===== src/sbfd_pkg.sv =====
// Shared types and constants for the seven-bit frame decoder.
`default_nettype none
package sbfd_pkg;

	localparam int unsigned MAX_FRAME_BYTES = 1024;
	localparam int unsigned POS_W = $clog2(MAX_FRAME_BYTES + 1);
	localparam int unsigned SYM_W = 8;
	localparam int unsigned IDX_W = 10;
	localparam int unsigned LEN_W = 11;

	localparam logic [SYM_W-1:0] FRAME_START = 8'h82;
	localparam logic [SYM_W-1:0] FRAME_END = 8'h83;

	localparam logic KIND_DATA = 1'b0;
	localparam logic KIND_END = 1'b1;

	typedef struct packed {
		logic             kind;
		logic [SYM_W-1:0] data_byte;
		logic [IDX_W-1:0] byte_index;
		logic [LEN_W-1:0] frame_length;
		logic             overflowed;
	} sbfd_result_t;

endpackage
`default_nettype wire


===== src/sbfd_in_stage.sv =====
// Input register: captures one received byte per beat.
`default_nettype none
module sbfd_in_stage (
	input  wire logic                      clk,
	input  wire logic                      arst_n,
	input  wire logic                      load,
	input  wire logic                      advance,
	input  wire logic [sbfd_pkg::SYM_W-1:0] rx_byte,
	output logic                           valid_s1,
	output logic [sbfd_pkg::SYM_W-1:0]     rx_byte_s1
);
	import sbfd_pkg::*;

	always_ff @(posedge clk or negedge arst_n) begin
		if (!arst_n) begin
			valid_s1 <= 1'b0;
		end else if (load) begin
			valid_s1 <= 1'b1;
		end else if (advance) begin
			valid_s1 <= 1'b0;
		end
	end

	always_ff @(posedge clk) begin
		if (load) begin
			rx_byte_s1 <= rx_byte;
		end
	end

endmodule
`default_nettype wire


===== src/sbfd_core.sv =====
// Frame state and the single-pass symbol decode.
`default_nettype none
module sbfd_core (
	input  wire logic                      clk,
	input  wire logic                      arst_n,
	input  wire logic                      fire,
	input  wire logic [sbfd_pkg::SYM_W-1:0] sym,
	output logic                           res_valid,
	output sbfd_pkg::sbfd_result_t         res
);
	import sbfd_pkg::*;

	logic [2:0]       bit_phase_q;
	logic [SYM_W-1:0] partial_q;
	logic [POS_W-1:0] position_q;
	logic             overflow_q;

	logic [2:0]       bit_phase_d;
	logic [SYM_W-1:0] partial_d;
	logic [POS_W-1:0] position_d;
	logic             overflow_d;

	logic [3:0]       shamt;
	logic [SYM_W-1:0] sym_shl;
	logic             frame_full;

	assign shamt = 4'd9 - {1'b0, bit_phase_q};
	assign sym_shl = sym << shamt;
	assign frame_full = position_q >= POS_W'(MAX_FRAME_BYTES);

	always_comb begin
		bit_phase_d = bit_phase_q;
		partial_d = partial_q;
		position_d = position_q;
		overflow_d = overflow_q;
		res_valid = 1'b0;
		res = '0;
		priority if (sym == FRAME_START) begin
			bit_phase_d = '0;
			partial_d = '0;
			position_d = '0;
			overflow_d = 1'b0;
		end else if (sym == FRAME_END) begin
			res_valid = 1'b1;
			res.kind = KIND_END;
			res.frame_length = LEN_W'(position_q);
			res.overflowed = overflow_q;
			bit_phase_d = '0;
			partial_d = '0;
			position_d = '0;
			overflow_d = 1'b0;
		end else if (frame_full) begin
			// drop the symbol, remember the loss
			overflow_d = 1'b1;
		end else if (bit_phase_q == 3'd0) begin
			partial_d = {sym[SYM_W-2:0], 1'b0};
			bit_phase_d = 3'd7;
		end else begin
			res_valid = 1'b1;
			res.kind = KIND_DATA;
			res.data_byte = partial_q | (sym >> (bit_phase_q - 3'd1));
			res.byte_index = IDX_W'(position_q);
			partial_d = sym_shl;
			// phase + 7 wraps: one byte completed, phase steps back by one
			bit_phase_d = bit_phase_q - 3'd1;
			position_d = position_q + POS_W'(1);
		end
	end

	always_ff @(posedge clk or negedge arst_n) begin
		if (!arst_n) begin
			bit_phase_q <= '0;
			partial_q <= '0;
			position_q <= '0;
			overflow_q <= 1'b0;
		end else if (fire) begin
			bit_phase_q <= bit_phase_d;
			partial_q <= partial_d;
			position_q <= position_d;
			overflow_q <= overflow_d;
		end
	end

endmodule
`default_nettype wire


===== src/sbfd_out_stage.sv =====
// Result register: holds one result beat until the consumer takes it.
`default_nettype none
module sbfd_out_stage (
	input  wire logic                   clk,
	input  wire logic                   arst_n,
	input  wire logic                   load,
	input  wire sbfd_pkg::sbfd_result_t res,
	input  wire logic                   out_stall,
	output logic                        out_valid,
	output logic                        out_free,
	output sbfd_pkg::sbfd_result_t      res_q
);
	import sbfd_pkg::*;

	assign out_free = !out_valid || !out_stall;

	always_ff @(posedge clk or negedge arst_n) begin
		if (!arst_n) begin
			out_valid <= 1'b0;
		end else if (load) begin
			out_valid <= 1'b1;
		end else if (!out_stall) begin
			out_valid <= 1'b0;
		end
	end

	always_ff @(posedge clk) begin
		if (load) begin
			res_q <= res;
		end
	end

endmodule
`default_nettype wire


===== src/seven_bit_frame_decoder_top.sv =====
// Top level of the seven-bit frame decoder.
// Unpacks 7-bit symbols into bytes: 0x82 starts a frame, 0x83 ends it with a
// report of its length in whole bytes and an overflow flag, and every other
// byte is a symbol whose completed bytes come out with their index. One beat
// is taken per clock cycle while in_stall is low; a result passes through the input
// register, then the result register. The input register can take one more beat
// while a result waits in the result register; in_stall rises only when both
// registers are full and the consumer stalls. Symbols past the frame limit are
// dropped and flagged in the end report.
`default_nettype none
module seven_bit_frame_decoder_top (
	input  wire logic                      clk,
	input  wire logic                      arst_n,
	input  wire logic                      in_valid,
	output logic                           in_stall,
	input  wire logic [sbfd_pkg::SYM_W-1:0] rx_byte,
	output logic                           out_valid,
	input  wire logic                      out_stall,
	output logic                           kind,
	output logic [sbfd_pkg::SYM_W-1:0]     data_byte,
	output logic [sbfd_pkg::IDX_W-1:0]     byte_index,
	output logic [sbfd_pkg::LEN_W-1:0]     frame_length,
	output logic                           overflowed
);
	import sbfd_pkg::*;

	logic             valid_s1;
	logic [SYM_W-1:0] rx_byte_s1;
	logic             out_free;
	logic             fire;
	logic             load_in;
	logic             res_valid;
	sbfd_result_t     res;
	sbfd_result_t     res_q;

	// advance the held beat whenever the result register can take its result
	assign fire = valid_s1 && out_free;
	assign in_stall = valid_s1 && !out_free;
	assign load_in = in_valid && !in_stall;

	sbfd_in_stage u_in (
		.clk        (clk),
		.arst_n     (arst_n),
		.load       (load_in),
		.advance    (fire),
		.rx_byte    (rx_byte),
		.valid_s1   (valid_s1),
		.rx_byte_s1 (rx_byte_s1)
	);

	sbfd_core u_core (
		.clk       (clk),
		.arst_n    (arst_n),
		.fire      (fire),
		.sym       (rx_byte_s1),
		.res_valid (res_valid),
		.res       (res)
	);

	sbfd_out_stage u_out (
		.clk       (clk),
		.arst_n    (arst_n),
		.load      (fire && res_valid),
		.res       (res),
		.out_stall (out_stall),
		.out_valid (out_valid),
		.out_free  (out_free),
		.res_q     (res_q)
	);

	assign kind = res_q.kind;
	assign data_byte = res_q.data_byte;
	assign byte_index = res_q.byte_index;
	assign frame_length = res_q.frame_length;
	assign overflowed = res_q.overflowed;

	a_stall_only_when_full: assert property (@(posedge clk) disable iff (!arst_n)
		in_stall |-> out_valid && out_stall)
		else $error("input stalled while result register could drain");

	a_data_fields_clean: assert property (@(posedge clk) disable iff (!arst_n)
		out_valid && kind == KIND_DATA |-> frame_length == '0 && !overflowed)
		else $error("data result carries end report fields");

	a_end_fields_clean: assert property (@(posedge clk) disable iff (!arst_n)
		out_valid && kind == KIND_END |->
			data_byte == '0 && byte_index == '0
			&& frame_length <= LEN_W'(MAX_FRAME_BYTES))
		else $error("end report malformed");

endmodule
`default_nettype wire

===== config.mk =====
export PLATFORM = sky130hd
export DESIGN_NAME = seven_bit_frame_decoder_top
export DESIGN_NICKNAME = d
export VERILOG_FILES = /design/src/sbfd_pkg.sv /design/src/sbfd_in_stage.sv /design/src/sbfd_core.sv /design/src/sbfd_out_stage.sv /design/src/seven_bit_frame_decoder_top.sv
export SDC_FILE = /design/constraint.sdc
export NUM_CORES = 1
export LEC_CHECK = 0
export BUFFER_PORTS_ARGS = -buffer_cell sky130_fd_sc_hd__clkbuf_2
export CAP_MARGIN = 15
export CELL_PAD_IN_SITES_DETAIL_PLACEMENT = 0
export CELL_PAD_IN_SITES_GLOBAL_PLACEMENT = 2
export CORE_MARGIN = 2
export CORE_UTILIZATION = 35
export DETAILED_ROUTE_END_ITERATION = 7
export GPL_TIMING_DRIVEN = 0
export PLACE_DENSITY_LB_ADDON = 0.1
export REMOVE_ABC_BUFFERS = 1
export SYNTH_ARGS = -nofsm -noshare
export SYNTH_HDL_FRONTEND = slang
export SYNTH_SLANG_ARGS = --single-unit

===== constraint.sdc =====
create_clock -name clk -period 8.7 [get_ports clk]
set_input_delay 1.74 -clock clk [delete_from_list [all_inputs] [get_ports clk]]
set_output_delay 1.74 -clock clk [all_outputs]
set_load 0.02 [all_outputs]

After elaboration in Yosys (flattened, before gate mapping) --
Index checks and enable logic that the tools add are counted. W data, S select, Z words.
Storage, ports and cells: logic and storage cells 68, input port bits 12, output and inout bits 33, register bits 64
Cells by class: reduce and logical (&&, ||, !) cells 17, equality and inequality tests 5, multiplexer cells 26, $lt $le $gt $ge 1, shifts and indexed selects 2, bitwise operators 2, add/subtract/negate cells 3
Operator list (count):
- $mux W11 | 4
- $mux W8 | 4
- $mux W19 | 1
- $mux W18 | 1
- $eq A8 B8 Y1 const B | 2
- $mux W1 | 12
- $mux W3 | 4
- $add A11 B1 Y11 const B | 1
- $ge A11 B11 Y1 const B | 1
- $or A8 B8 Y8 | 1
- $shl A8 B4 Y8 | 1
- $shr A8 B3 Y8 | 1
- $logic_and A1 B1 Y1 | 4
- $logic_not A1 Y1 | 4
- $reduce_and A2 Y1 | 2
- $reduce_or A4 Y1 | 1
- $sub A4 B3 Y4 const A | 1
- $logic_not A3 Y1 | 1
- $ne A3 B1 Y1 const B | 1
- $ne A3 B3 Y1 const B | 1
- $reduce_and A3 Y1 | 1
- $reduce_bool A3 Y1 | 1
- $sub A3 B1 Y3 const B | 1
- $ne A2 B1 Y1 const B | 1
- other kinds (4) | 4

Depth between registers and ports, before layout --
depth in word-level cells 7, mapped depth 10, mapped depth without buffers 6

Modules after synthesis --
Synthesis repeated with hierarchy kept, for this count alone.
Second synthesis, totals: cell total of the unflattened synthesis 284, area total of the unflattened synthesis 3278.1 µm²
Modules (own cells, without submodules):
- sbfd_core | instances 1, cells each 235, sequential area each 575.6 µm², area each 1998.2 µm²
- sbfd_out_stage | instances 1, cells each 34, sequential area each 955.9 µm², area each 967.2 µm²
- sbfd_in_stage | instances 1, cells each 11, sequential area each 265.3 µm², area each 276.5 µm²
- seven_bit_frame_decoder_top | instances 1, cells each 4, sequential area each 0.0 µm², area each 36.3 µm²

Worst setup path after synthesis --
Ideal clock, no wire load.
kind input port to flip-flop, start point input out_stall, end point register, netlist name u_out.res_q[0], buffers on the path 1, setup slack 4.637 ns, required time 8.270 ns, library setup time 0.430 ns, arrival time 3.633 ns, stages on the path 3, cell sequence a21bo_2 > buf_2 > a21oi_1
Between the ends: longest elaborated chain between the ends 4
Ends and longest elaborated chain:
- start, declared | line seven_bit_frame_decoder_top.sv:18 | input wire logic out_stall,
- $logic_not A1 Y1 | line sbfd_out_stage.sv:15 | assign out_free = !out_valid || !out_stall;
- $logic_or A1 B1 Y1 | line sbfd_out_stage.sv:15
- $logic_and A1 B1 Y1 | line seven_bit_frame_decoder_top.sv:37 | assign fire = valid_s1 && out_free;
- $logic_and A1 B1 Y1 | line seven_bit_frame_decoder_top.sv:63 | .load (fire && res_valid),
- net u_out.load | line sbfd_out_stage.sv:6 | input wire logic load,
The timed path passes the listed nets, and every way through them passes these cells. A chain may end at the register's enable or synchronous reset.

Worst setup path after layout --
start point input out_stall, end point output in_stall
Between the ends: longest elaborated chain between the ends 4
Ends and longest elaborated chain:
- $logic_not A1 Y1 | line sbfd_out_stage.sv:15
- $logic_or A1 B1 Y1 | line sbfd_out_stage.sv:15
- $logic_not A1 Y1 | line seven_bit_frame_decoder_top.sv:38 | assign in_stall = valid_s1 && !out_free;
- $logic_and A1 B1 Y1 | line seven_bit_frame_decoder_top.sv:38
- end, declared | line seven_bit_frame_decoder_top.sv:15 | output logic in_stall,
Every way passes these cells.

==> impl_metrics.json <==
{
  "synth_sequential_area_ratio_pct": 54.5,
  "met2_usage_pct": 22.1,
  "cp_max_fo": 4,
  "grt_use_met3_pct": 2.98,
  "yosys.area.top_type_share_pct": 35.5,
  "setup_viol_count_final": 0,
  "number_of_enable_type_register_cells_in_the_synthesized_netlist": 39,
  "yosys_warns": 0,
  "pwr_density_cell_nw_per_um2": 340,
  "chipHeight_um": 101,
  "grt_setup_unrepaired": "false",
  "yosys.cell_types.count": 57,
  "ctsResizeCount": 0,
  "critical_path.max_stage_delay_ns": 0.16,
  "cp-start-kind": "input pin",
  "fin_crit_sh_pct": 45.3,
  "drc": 0,
  "asyncSetResetFlopFracSynth_pct": 39.1,
  "site_row_count": 35,
  "die_area_um2": 10200,
  "dp_worst_setup_slack_ns": 4.75,
  "leading_post_synthesis_cells_by_cell_area": "edfxtp_1, dfrtp_1, a22o_1",
  "design.final.nets": 334,
  "endpoint_required_time_on_the_critical_path_ns": 6.96,
  "area.growth.synth_to_final_pct": 14.4,
  "cts_tree": "yes",
  "grt_first_pass_wirelength_um": 12200,
  "post_synth_inst_count": 277,
  "grtUsageTotal_pct": 15.8,
  "vias_per_cell": 5.37,
  "layout_common_cells": "clkbuf_2, edfxtp_1, dfrtp_1, nor2_1, nor3_1",
  "tns_ns": 0,
  "cts_buffer_depth": 2,
  "finalHoldViolations": 0,
  "vias_in_the_first_global_route": 2246,
  "drt-total-wl_um": 7460,
  "timing.critical_path.arrival_ns": 2.20,
  "grt_busiest_layer": "met1",
  "worst_hold_path_type": "reg2reg",
  "max_cap_check_violation_count": 0,
  "pin_count_of_the_biggest_net_entering_global_routing": 32,
  "routed-via-count": 2324,
  "yosys.area.top_type": "edfxtp_1",
  "die_width_um": 101,
  "postSynthAreaPerCell_um2": 11.9,
  "design_power_total_uw": 1280,
  "fin_max_slew_vios": 0,
  "run_status": "complete, no violations",
  "core_area_um2": 9200,
  "cts_htree_levels": 3,
  "dp.final_hpwl_um": 4960,
  "leak_uw": 0.00159,
  "route.detailed.wl_per_inst_um": 17.2,
  "antenna_violating_nets_post_route": 0,
  "numCtsBuffers": 9,
  "gp_routability_congestion": 0.754,
  "path_class": "in2out",
  "clk_pin_slew_worst_paths_ns": 0.07,
  "achievable-frequency_ghz": 0.254,
  "drtPass1Iterations": 4,
  "port_buffers": 44,
  "slew_headroom_pct": 33.0,
  "most_common_cell_after_layout_fill_and_taps_aside": "clkbuf_2",
  "synthesis.area_um2": 3300,
  "crit_slowest_cell": "clkbuf_2",
  "cts.sinks": 64,
  "synth.ff_latch_count": 64,
  "final.min_clock_period_ns": 3.94,
  "hold_buffers": 0,
  "finalClockSkew_ns": 0.00783,
  "peakVddDrop_mv": 0.0892,
  "post_route_cells_drive_above_1_share_pct": 24.2,
  "path_cells": "clkbuf_2 -> nand3_1 -> inv_1 -> clkbuf_2",
  "path_common_cell": "clkbuf_2",
  "layout_setup_ws_ns": 4.76,
  "number_of_antenna_violations_at_the_first_check_in_global_routing": 0,
  "clk_latency_ns": 0.34,
  "cp-end-kind": "output pin",
  "ys_dominant_reg_cell": "edfxtp_1",
  "worst_slew_pin_slew_ns": 1.00,
  "post-cts-setup-buffer-count": 0,
  "grt-ovfl-total": 0,
  "grt.met1_usage_pct": 24.0,
  "fin_util_pct": 41.0,
  "initial_utilization_pct": 35.9,
  "ios": 45,
  "num_antenna_cells": 0,
  "initial_drc_count": 83,
  "ctsRootBufferMaster": "clkbuf_8",
  "timing.hold.ws_ns": 0.524
}
## Yosys cell counts (5+ instances only)
cell / instances
buf_2: 7
and3_1: 8
mux2i_1: 5
nor3_1: 16
a21oi_1: 16
dfrtp_1: 25
inv_1: 13
edfxtp_1: 39
nand2_1: 9
mux4_2: 5
and2_1: 9
a22o_1: 14
nand3_1: 6
ha_1: 5
nor2_1: 24
o21ai_0: 8
## worst max-delay path: cells and delay by family
kind                   cells  cell delay (ns)
AND/OR/NAND/NOR            1             0.11
buffers and inverters      3             0.36
## path summary, 6_finish.rpt
path / start / endpoint / slack, ns / cells after the start
worst min-delay path: u_core.position_q[7] / u_core.position_q[7] / 0.52 / 1
worst max register to register: u_core.bit_phase_q[0] / u_out.res_q[0] / 4.90 / 7
min in group asynchronous: arst_n / u_core.position_q[4] / 1.45 / 1
worst max-delay path: out_stall / in_stall / 4.76 / 4
max in group asynchronous: arst_n / u_core.partial_q[7] / 6.80 / 1
worst min register to register: u_core.position_q[7] / u_core.position_q[7] / 0.52 / 1
## power by group
group | internal [uW] | total, uW | switching (uW)
Sequential | 428 | 512 | 84.5
Clock | 132 | 258 | 125
Combinational | 227 | 511 | 284
## per-stage QoR
step	cell area, um^2	cells
global placement	3550	415
detailed placement	3570	416
floorplan	3190	260
finish	3770	433
global route	3770	433
CTS	3770	432
## per-layer routing
| layer | vias up | share of wire [%] | wire length, um |
|---|---|---|---|
| met1 | 1124 | 53 | 3950 |
| met2 | 57 | 42 | 3110 |
| met5 | - | 0 | 0 |
| met4 | 0 | 1.2 | 87 |
| met3 | 8 | 4.1 | 304 |
| li1 | 1135 | - | - |
## registers in the layout, indices dropped and copies added (netlist names)
name	count
u_in.rx_byte_s1	8
u_out.out_valid	1
u_out.res_q	31
u_in.valid_s1	1
u_core.partial_q	8
u_core.position_q	11
u_core.bit_phase_q	3
u_core.overflow_q	1
## cell type report
| cell class | count | area [um^2] |
|---|---|---|
| Fill cell | 919 | 5420 |
| Inverter | 13 | 48.8 |
| Clock buffer | 9 | 124 |
| Tap cell | 111 | 139 |
| Timing Repair Buffer | 46 | 236 |
| Multi-Input combinational cell | 183 | 1360 |
| Sequential cell | 64 | 1800 |
| Clock inverter | 7 | 71.3 |
## logic make-up after synthesis
logic type	count (synthesis)	synth area share, %
multiplexers	16	8.01
flip-flops	64	54.5
buffers and inverters	30	4.71
AND/OR/NAND/NOR	93	15.5
adder cells (fa/ha/maj)	5	1.90
XOR/XNOR	2	0.531
AO/OA/AOI/OAI	67	14.8
No activity file was read; power rests on OpenSTA's default activity.
